### src/design/spi_sra_pkg.sv
// shared constants and types for the spi slave register access block
`default_nettype none
package spi_sra_pkg;

    localparam int SETTINGS_DEPTH = 256;
    localparam int SET_AW         = $clog2(SETTINGS_DEPTH);
    localparam int VALUE_BYTES    = 4;
    localparam int VAL_W          = 8 * VALUE_BYTES;
    localparam int CNT_W          = $clog2(VALUE_BYTES + 1);
    localparam int BSEL_W         = (VALUE_BYTES > 1) ? $clog2(VALUE_BYTES) : 1;
    localparam int BYTE_W         = 8;
    localparam int CFG_IDX_W      = 8;

    // configuration register indexes
    localparam logic [CFG_IDX_W-1:0] CFG_READ_OPCODE  = CFG_IDX_W'(0);
    localparam logic [CFG_IDX_W-1:0] CFG_WRITE_OPCODE = CFG_IDX_W'(1);

    // item kinds carried on the slave tuser
    localparam logic KIND_BYTE     = 1'b0;
    localparam logic KIND_DESELECT = 1'b1;

    // transfer phase
    typedef enum logic [2:0] {
        PH_CMD  = 3'b001,
        PH_ADDR = 3'b010,
        PH_DATA = 3'b100
    } t_phase;

    // request from the byte handler to the settings store
    typedef struct packed {
        logic              rd_en;
        logic              wr_en;
        logic [SET_AW-1:0] addr;
        logic [BYTE_W-1:0] wdata;
    } t_store_req;

endpackage
`default_nettype wire

### src/design/spi_sra_store.sv
// settings store: 8-bit synchronous memory with per-entry valid bits
`default_nettype none
module spi_sra_store (
    input  wire logic                              i_clk,
    input  wire logic                              i_rst_n,
    input  wire spi_sra_pkg::t_store_req           i_req,
    output logic [spi_sra_pkg::BYTE_W-1:0]         o_rd_data
);
    import spi_sra_pkg::*;

    logic [BYTE_W-1:0]         r_mem [SETTINGS_DEPTH];
    logic [SETTINGS_DEPTH-1:0] r_vld;
    logic [BYTE_W-1:0]         r_rd_raw;
    logic                      r_rd_vld;

    // entries never written read as zero
    always_ff @(posedge i_clk) begin
        if (!i_rst_n) begin
            r_vld <= '0;
        end else if (i_req.wr_en) begin
            r_vld[i_req.addr] <= 1'b1;
        end
    end

    always_ff @(posedge i_clk) begin
        if (i_req.wr_en) begin
            r_mem[i_req.addr] <= i_req.wdata;
        end
    end

    always_ff @(posedge i_clk) begin
        if (i_req.rd_en) begin
            r_rd_raw <= r_mem[i_req.addr];
            r_rd_vld <= r_vld[i_req.addr];
        end
    end

    assign o_rd_data = r_rd_vld ? r_rd_raw : '0;

endmodule
`default_nettype wire

### src/design/spi_slave_register_access.sv
// top level: spi slave command, address and settings register byte handler
//
// slave stream: one transaction per spi event. tuser says what it is (a byte
// shifted in from the master, or slave select going away); tdata carries the
// received byte and the live 32-bit word that a read of address zero captures.
// the first byte of a transfer is the command, the second the address. a read
// of address zero sends the captured word low byte first, one byte per further
// received byte; a read of any other address sends one byte from the settings
// store; a write stores the third byte in the settings store.
// master stream: exactly one transaction per accepted slave transaction, in
// order. tuser is tx_load (a byte is loaded for the master), tdata the byte
// (zero when nothing is loaded).
// the settings store read and the result register share the same clock edge, so
// the result is registered. throughput is one transaction per cycle; the output
// register holds a result while the master side stalls, and a new item is
// taken in the cycle the held result leaves.
// config channel: index 0 is the read opcode, 1 the write opcode, others are
// dropped; always ready. write only while no transaction is in flight.
// reset (synchronous, active low) clears the phase, the command, the address,
// the byte count, the captured word and all store valid bits, so the settings
// store reads as zero at once with no clearing pass; opcodes return to 1 and 2.
`default_nettype none
module spi_slave_register_access (
    input  wire logic                                i_clk,
    input  wire logic                                i_rst_n,
    // slave stream
    input  wire logic                                i_s_tvalid,
    output logic                                     o_s_tready,
    input  wire logic [39:0]                         i_s_tdata,  // rx_byte[7:0], live_value[39:8]
    input  wire logic                                i_s_tuser,  // cmd: 0 byte, 1 deselect
    // master stream
    output logic                                     o_m_tvalid,
    input  wire logic                                i_m_tready,
    output logic [7:0]                               o_m_tdata,  // tx_byte[7:0]
    output logic                                     o_m_tuser,  // tx_load
    // config write channel
    input  wire logic                                i_cfg_valid,
    output logic                                     o_cfg_ready,
    input  wire logic [spi_sra_pkg::CFG_IDX_W-1:0]   i_cfg_index,
    input  wire logic [7:0]                          i_cfg_data
);
    import spi_sra_pkg::*;

    // opcode registers
    logic [BYTE_W-1:0] r_rd_op;
    logic [BYTE_W-1:0] r_wr_op;

    // transfer state
    t_phase            r_phase, n_phase;
    logic [BYTE_W-1:0] r_cmd,   n_cmd;
    logic [BYTE_W-1:0] r_addr,  n_addr;
    logic [CNT_W-1:0]  r_cnt,   n_cnt;
    logic [VAL_W-1:0]  r_cap,   n_cap;

    // result register
    logic              r_o_valid;
    logic              r_o_load,  n_o_load;
    logic              r_o_mem,   n_o_mem;
    logic [BYTE_W-1:0] r_o_byte,  n_o_byte;

    t_store_req        s_req;
    logic [BYTE_W-1:0] s_rd_data;
    logic              s_in_acc;
    logic              s_kind;
    logic [BYTE_W-1:0] s_rx;
    logic [31:0]       s_live;

    assign s_kind = i_s_tuser;
    assign s_rx   = i_s_tdata[BYTE_W-1:0];
    assign s_live = i_s_tdata[39:8];

    // the result register frees up in the same cycle it is taken
    assign o_s_tready = !r_o_valid || i_m_tready;
    assign s_in_acc   = i_s_tvalid && o_s_tready;
    assign o_cfg_ready = 1'b1;

    always_ff @(posedge i_clk) begin
        if (!i_rst_n) begin
            r_rd_op <= BYTE_W'(1);
            r_wr_op <= BYTE_W'(2);
        end else if (i_cfg_valid) begin
            case (i_cfg_index)
                CFG_READ_OPCODE:  r_rd_op <= i_cfg_data;
                CFG_WRITE_OPCODE: r_wr_op <= i_cfg_data;
                default: ;
            endcase
        end
    end

    // per-byte decode of the transfer
    always_comb begin
        n_phase  = r_phase;
        n_cmd    = r_cmd;
        n_addr   = r_addr;
        n_cnt    = r_cnt;
        n_cap    = r_cap;
        n_o_load = 1'b0;
        n_o_mem  = 1'b0;
        n_o_byte = '0;
        s_req.rd_en = 1'b0;
        s_req.wr_en = 1'b0;
        s_req.addr  = r_addr[SET_AW-1:0];
        s_req.wdata = s_rx;

        if (s_in_acc) begin
            if (s_kind == KIND_DESELECT) begin
                n_phase = PH_CMD;
                n_cmd   = '0;
                n_cnt   = '0;
            end else begin
                case (r_phase)
                    PH_CMD: begin
                        n_cmd   = s_rx;
                        n_phase = PH_ADDR;
                    end
                    PH_ADDR: begin
                        n_addr = s_rx;
                        if (r_cmd == r_rd_op) begin
                            n_o_load = 1'b1;
                            if (s_rx == '0) begin
                                // capture the live word, send its low byte now
                                n_cap    = VAL_W'(s_live);
                                n_o_byte = s_live[BYTE_W-1:0];
                                n_cnt    = CNT_W'(1);
                                n_phase  = PH_DATA;
                            end else begin
                                // single byte from the store, then back to idle
                                n_o_mem     = 1'b1;
                                s_req.rd_en = 1'b1;
                                s_req.addr  = s_rx[SET_AW-1:0];
                                n_cmd       = '0;
                                n_cnt       = '0;
                                n_phase     = PH_CMD;
                            end
                        end else begin
                            // write or unknown command: wait in data phase
                            n_phase = PH_DATA;
                        end
                    end
                    PH_DATA: begin
                        if (r_cmd == r_rd_op) begin
                            if (r_addr != '0) begin
                                n_phase = PH_CMD;
                            end else if (r_cnt < CNT_W'(VALUE_BYTES)) begin
                                n_o_load = 1'b1;
                                n_o_byte = r_cap[BYTE_W*r_cnt[BSEL_W-1:0] +: BYTE_W];
                                n_cnt    = r_cnt + CNT_W'(1);
                            end
                        end else if (r_cmd == r_wr_op) begin
                            s_req.wr_en = 1'b1;
                            n_cmd       = '0;
                            n_cnt       = '0;
                            n_phase     = PH_CMD;
                        end
                    end
                    default: begin
                        n_phase = PH_CMD;
                    end
                endcase
            end
        end
    end

    always_ff @(posedge i_clk) begin
        if (!i_rst_n) begin
            r_phase <= PH_CMD;
            r_cmd   <= '0;
            r_addr  <= '0;
            r_cnt   <= '0;
            r_cap   <= '0;
        end else begin
            r_phase <= n_phase;
            r_cmd   <= n_cmd;
            r_addr  <= n_addr;
            r_cnt   <= n_cnt;
            r_cap   <= n_cap;
        end
    end

    always_ff @(posedge i_clk) begin
        if (!i_rst_n) begin
            r_o_valid <= 1'b0;
        end else if (s_in_acc) begin
            r_o_valid <= 1'b1;
        end else if (i_m_tready) begin
            r_o_valid <= 1'b0;
        end
    end

    // result payload, loaded together with the store read
    always_ff @(posedge i_clk) begin
        if (s_in_acc) begin
            r_o_load <= n_o_load;
            r_o_mem  <= n_o_mem;
            r_o_byte <= n_o_byte;
        end
    end

    spi_sra_store u_store (
        .i_clk     (i_clk),
        .i_rst_n   (i_rst_n),
        .i_req     (s_req),
        .o_rd_data (s_rd_data)
    );

    assign o_m_tvalid = r_o_valid;
    assign o_m_tuser  = r_o_load;
    assign o_m_tdata  = r_o_mem ? s_rd_data : r_o_byte;

    // no byte is ever sent without tx_load
    a_idle_byte_zero: assert property (@(posedge i_clk) disable iff (!i_rst_n)
        (o_m_tvalid && !o_m_tuser) |-> (o_m_tdata == '0))
        else $error("result without tx_load carries a nonzero byte");

    // byte count stays within the captured word
    a_cnt_range: assert property (@(posedge i_clk) disable iff (!i_rst_n)
        r_cnt <= CNT_W'(VALUE_BYTES))
        else $error("byte count beyond captured word");

    // deselect returns to command phase with the command cleared
    a_deselect: assert property (@(posedge i_clk) disable iff (!i_rst_n)
        (s_in_acc && s_kind == KIND_DESELECT) |=>
        (r_phase == PH_CMD && r_cmd == '0 && r_cnt == '0))
        else $error("deselect did not clear transfer state");

    // store-sourced results are always loads
    a_mem_is_load: assert property (@(posedge i_clk) disable iff (!i_rst_n)
        (o_m_tvalid && r_o_mem) |-> o_m_tuser)
        else $error("store read result without tx_load");

    // one store access per item
    a_one_access: assert property (@(posedge i_clk) disable iff (!i_rst_n)
        !(s_req.rd_en && s_req.wr_en))
        else $error("store read and write issued together");

endmodule
`default_nettype wire
### config.mk
export PLATFORM = sky130hd
export DESIGN_NAME = spi_slave_register_access
export DESIGN_NICKNAME = d
export VERILOG_FILES = /design/src/design/spi_sra_pkg.sv /design/src/design/spi_sra_store.sv /design/src/design/spi_slave_register_access.sv
export SDC_FILE = /design/constraint.sdc
export NUM_CORES = 2
export LEC_CHECK = 0
export BUFFER_PORTS_ARGS = -buffer_cell sky130_fd_sc_hd__buf_4
export CORE_MARGIN = 1.5
export CORE_UTILIZATION = 35
export CTS_BUF_LIST = sky130_fd_sc_hd__clkbuf_8
export DETAILED_ROUTE_END_ITERATION = 12
export PLACE_DENSITY = 0.54
export SLEW_MARGIN = 20
export SYNTH_ARGS = -nofsm -noshare
export SYNTH_HDL_FRONTEND = slang
export SYNTH_SLANG_ARGS = --single-unit
### constraint.sdc
create_clock -name i_clk -period 11.7 [get_ports i_clk]
set_clock_uncertainty 0.2 [all_clocks]
set_input_delay 2.34 -clock i_clk [delete_from_list [all_inputs] [get_ports i_clk]]
set_output_delay 2.34 -clock i_clk [all_outputs]
set_load 0.005 [all_outputs]
==> run_summary.xml <==
<?xml version="1.0" encoding="UTF-8"?>
<metrics>
  <group name="status">
    <metric name="outcome" unit="">finished, final reports clean</metric>
  </group>
  <group name="power_and_ir_drop">
    <metric name="power_density" unit="nW/um^2">154</metric>
    <metric name="vdd_ir_drop_max" unit="mV">0.0833</metric>
    <metric name="power_leakage" unit="nW">36.6</metric>
  </group>
  <group name="grt">
    <metric name="grt_pass1_vias" unit="">62000</metric>
    <metric name="antenna_violations_before_repair" unit="">17</metric>
    <metric name="grt_first_pass_wirelength" unit="mm">485</metric>
    <metric name="grt_use_total" unit="%">24.5</metric>
    <metric name="pin_count_of_the_biggest_net_entering_global_routing" unit="">171</metric>
    <metric name="grt_remaining_overflow" unit="">0</metric>
  </group>
  <group name="logic_synthesis">
    <metric name="postSynth.topFlopCell" unit="">sky130_fd_sc_hd__edfxtp_1</metric>
    <metric name="synth_seq_area_share" unit="%">72.0</metric>
    <metric name="avgSynthCellArea" unit="sq um">13.0</metric>
    <metric name="share_of_synthesized_cell_area_in_full_adder_half_adder_and_majority_cells" unit="%">0.0131</metric>
    <metric name="synth_top_area_share" unit="%">65.1</metric>
    <metric name="flip_flop_and_latch_count_after_synthesis" unit="">2394</metric>
    <metric name="number_of_instances_in_the_synthesized_netlist" unit="">7350</metric>
    <metric name="synthDominantAreaCellType" unit="">sky130_fd_sc_hd__edfxtp_1</metric>
    <metric name="synth-compound-area-share" unit="%">10.1</metric>
    <metric name="asyncSetResetFlopFracSynth" unit="%">0</metric>
    <metric name="synth.yosys.warnings" unit="">0</metric>
    <metric name="yosys.cell_types.count" unit="">74</metric>
    <metric name="synthXorXnorAreaFrac" unit="%">0.156</metric>
    <metric name="synth.top_cells.by_area" unit="">sky130_fd_sc_hd__edfxtp_1 (65%), sky130_fd_sc_hd__dfxtp_1 (6.9%), sky130_fd_sc_hd__nand2_1 (6.1%)</metric>
    <metric name="synth-edff-count" unit="">2067</metric>
    <metric name="mappedNetlistNets" unit="">7413</metric>
    <metric name="synthSimpleGateAreaFrac" unit="%">12.0</metric>
    <metric name="synth_top_family_by_area" unit="">simple AND/OR/NAND/NOR gates</metric>
    <metric name="muxShareOfSynthArea" unit="%">3.47</metric>
    <metric name="synthesis.area" unit="sq um">95300</metric>
  </group>
  <group name="clock_tree">
    <metric name="clock_insertion_delay_worst_skew" unit="ns">1.04</metric>
    <metric name="cts_inserted_buffers" unit="">400</metric>
    <metric name="clockBufferDepth" unit="">4</metric>
    <metric name="number_of_levels_the_h_tree_was_split_into" unit="">5</metric>
    <metric name="cts_post_setup_buffers_inserted" unit="">0</metric>
    <metric name="tritoncts" unit="">built</metric>
    <metric name="ctsHoldBuffers" unit="">0</metric>
    <metric name="clock_sink_count" unit="">2394</metric>
    <metric name="post_cts_resize_count" unit="">0</metric>
    <metric name="cts.root.buffer_cell" unit="">sky130_fd_sc_hd__clkbuf_8</metric>
    <metric name="path_clk_slew" unit="ns">0.06</metric>
  </group>
  <group name="sta">
    <metric name="timing.final.hold_violations" unit="">0</metric>
    <metric name="hold_ws" unit="ns">0.262</metric>
    <metric name="setup_viol_count_final" unit="">0</metric>
    <metric name="slew_limit_headroom" unit="%">15.0</metric>
    <metric name="setup_tns" unit="ns">0</metric>
    <metric name="final-max-slew-violation-count" unit="">0</metric>
    <metric name="finalCriticalPeriod" unit="ns">9.02</metric>
    <metric name="maxClockFrequency" unit="GHz">0.111</metric>
    <metric name="fin_crit_sh" unit="%">77.1</metric>
    <metric name="grt_setup_unrepaired" unit="">no</metric>
    <metric name="tightest_slew" unit="ns">1.27</metric>
  </group>
  <group name="min_path">
    <metric name="holdCritStartpoint" unit="">u_store.r_vld[0]$_SDFFE_PN0P_</metric>
    <metric name="hold_path_depth" unit="">1</metric>
    <metric name="min-delay-path-class" unit="">flop to flop</metric>
    <metric name="hold_path_end" unit="">u_store.r_vld[0]$_SDFFE_PN0P_</metric>
  </group>
  <group name="worst_setup_path">
    <metric name="worst_path_max_delay_cell" unit="">sky130_fd_sc_hd__nor4_1</metric>
    <metric name="crit_buf_inv" unit="">4</metric>
    <metric name="crit_required" unit="ns">12.14</metric>
    <metric name="launching_point_of_the_worst_reg2reg_path" unit="">r_phase[1]$_SDFFE_PN0P_</metric>
    <metric name="worstPathArrival" unit="ns">9.46</metric>
    <metric name="crit-reg2reg-capture" unit="">u_store.r_rd_raw[4]$_DFFE_PP_</metric>
    <metric name="critical-path-max-stage-delay" unit="ns">1.06</metric>
    <metric name="timing.critical_path.to_type" unit="">flop</metric>
    <metric name="path_class" unit="">input port to flop</metric>
    <metric name="rr_worst_depth" unit="">13</metric>
    <metric name="worst_path_most_repeated_cell" unit="">sky130_fd_sc_hd__buf_4</metric>
    <metric name="ff2ff_setup_slack" unit="ns">3.82</metric>
    <metric name="critical_path.cell_chain" unit="">clkbuf_8, or2_2, or4_1, nand4_4, inv_4, buf_4, nor2_1, a31oi_2, buf_4, a2111oi_0, a41oi_1, nand4_1, nor4_1, o2111ai_1</metric>
    <metric name="crit_cells" unit="">14</metric>
    <metric name="highest_fanout_seen_on_the_critical_path" unit="">95</metric>
    <metric name="cp_top_family" unit="">simple AND/OR/NAND/NOR gates</metric>
    <metric name="worst_setup_path_start_kind" unit="">input port</metric>
  </group>
  <group name="route">
    <metric name="num_vias" unit="">65700</metric>
    <metric name="remaining_routing_drc_violations" unit="">0</metric>
    <metric name="ant_nets" unit="">0</metric>
    <metric name="avgRoutedWirePerCell" unit="um">30.6</metric>
    <metric name="dr.pass1.iters" unit="">8</metric>
    <metric name="detailedRoute.firstIterationViolations" unit="">8854</metric>
    <metric name="finalWirelength" unit="mm">349</metric>
    <metric name="via_per_inst" unit="">5.76</metric>
  </group>
  <group name="placed_design">
    <metric name="place_inst" unit="">10700</metric>
    <metric name="detailed_place_hpwl" unit="mm">217</metric>
    <metric name="portBuffers" unit="">72</metric>
    <metric name="gp_congestion" unit="">0.981</metric>
  </group>
  <group name="final_layout">
    <metric name="fill_count" unit="">25300</metric>
    <metric name="most-common-layout-cells" unit="">sky130_fd_sc_hd__edfxtp_1 (2067), sky130_fd_sc_hd__nand2_1 (1544), sky130_fd_sc_hd__a21oi_1 (468), sky130_fd_sc_hd__clkbuf_8 (436), sky130_fd_sc_hd__nand3_1 (360)</metric>
    <metric name="layout.cells.non_filler" unit="">11400</metric>
    <metric name="post_route_cells_drive_above_1_share" unit="%">11.0</metric>
    <metric name="syn_to_final_growth" unit="%">13.2</metric>
    <metric name="regArea" unit="sq um">68600</metric>
    <metric name="multiInputGateArea" unit="sq um">25000</metric>
    <metric name="finalNetCount" unit="">7559</metric>
    <metric name="layout.cells.most_common" unit="">sky130_fd_sc_hd__edfxtp_1</metric>
  </group>
  <group name="floorplanning">
    <metric name="floorplan.die_area" unit="sq um">275000</metric>
    <metric name="fp.dieW" unit="um">525</metric>
    <metric name="std_cell_rows" unit="">191</metric>
    <metric name="number_of_placed_i_o_pins" unit="">74</metric>
    <metric name="initial_core_util" unit="%">35.2</metric>
    <metric name="core_area" unit="sq um">271000</metric>
    <metric name="die_height" unit="um">525</metric>
  </group>
  <group name="flow_run">
    <metric name="max-cap-violations" unit="">0</metric>
  </group>
</metrics>
[cell usage after synthesis (10+ instances only)]
library cell                instances
sky130_fd_sc_hd__buf_1             84
sky130_fd_sc_hd__o22ai_1           49
sky130_fd_sc_hd__a2111oi_0         26
sky130_fd_sc_hd__a21oi_1          470
sky130_fd_sc_hd__a31oi_1          109
sky130_fd_sc_hd__and3_1            95
sky130_fd_sc_hd__a21boi_0          53
sky130_fd_sc_hd__o21a_1           258
sky130_fd_sc_hd__clkbuf_1         248
sky130_fd_sc_hd__or2_2             12
sky130_fd_sc_hd__a32oi_1           57
sky130_fd_sc_hd__nand3_1          360
sky130_fd_sc_hd__xnor2_1           17
sky130_fd_sc_hd__a311oi_1          37
sky130_fd_sc_hd__nor3_1            62
sky130_fd_sc_hd__nor4_1            36
sky130_fd_sc_hd__nor2_1           370
sky130_fd_sc_hd__mux2i_1          294
sky130_fd_sc_hd__a22oi_1          150
sky130_fd_sc_hd__o21ai_0           31
sky130_fd_sc_hd__nand2_1         1561
sky130_fd_sc_hd__edfxtp_1        2067
sky130_fd_sc_hd__inv_1             17
sky130_fd_sc_hd__nand4_1          100
sky130_fd_sc_hd__nand2b_1          15
sky130_fd_sc_hd__or4_1             10
sky130_fd_sc_hd__a211oi_1         116
sky130_fd_sc_hd__a22o_1            10
sky130_fd_sc_hd__buf_2            152
sky130_fd_sc_hd__nor2b_1           27
sky130_fd_sc_hd__dfxtp_1          327
[per-layer routing]
metal	global-route usage (%)	part of all wire (%)	vias to the layer above	routed length [um]
met2	37.3	44	3805	155000
met4	11.2	4.9	14	17200
met3	6.50	11	753	37300
met5	0	0.060	-	209
li1	-	-	27800	-
met1	32.7	40	33300	139000
[per-stage QoR]
step	cell area, sq um	worst slack [ns]	power [W]	utilization (%)
floorplan	95300	5.57	0.00951	-
global placement	100000	1.74	0.00971	37.0
detailed placement	100000	2.08	0.00972	37.0
CTS	108000	3.12	0.0167	39.8
global route	108000	2.93	0.0170	39.8
finish	108000	2.68	0.0166	39.8
[layout make-up]
class	instances	share of cell area, %
Clock inverter	301	1.41
Sequential cell	2394	63.6
Inverter	18	0.0650
Timing Repair Buffer	236	1.97
Multi-Input combinational cell	4446	23.2
Tap cell	3570	4.14
Antenna cell	6	0.0139
Clock buffer	435	5.55
[cell families after synthesis]
kind of cell	Yosys count
flip-flops	2394
XOR/XNOR	17
multiplexers	317
AO/OA/AOI/OAI	1435
other	1
AND/OR/NAND/NOR	2675
adder cells (fa/ha/maj)	1
buffers and inverters	510
[registers in the layout (all words and copies together) (netlist names), 3 cells and up]
register and count:
r_addr 8, r_cap 32, r_cmd 8, r_cnt 3
r_o_byte 8, r_phase 3, r_rd_op 8, r_wr_op 8
u_store.r_mem 2048, u_store.r_rd_raw 8, u_store.r_vld 256
[worst max-delay path by stage]
stage / startpoint / end / slack (ns)
6_report: i_s_tdata[6] / u_store.r_rd_raw[4]$_DFFE_PP_ / 2.68
5_1_grt: i_s_tuser / u_store.r_rd_raw[4]$_DFFE_PP_ / 2.93
4_1_cts: i_s_tdata[6] / u_store.r_rd_raw[4]$_DFFE_PP_ / 3.12
3_5_place_dp: i_s_tdata[6] / u_store.r_rd_raw[4]$_DFFE_PP_ / 2.08
3_3_place_gp: i_s_tdata[2] / u_store.r_rd_vld$_DFFE_PP_ / 1.74
2_1_floorplan: i_s_tdata[2] / u_store.r_mem[107][0]$_DFFE_PP_ / 5.57
[power by group]
part	switching [W]	internal [W]	total, W
registers	0.00000472	0.00927	0.00927
clock network	0.00349	0.00357	0.00706
logic	0.000224	0.0000509	0.000275
Power figures use the tool's default switching activity.
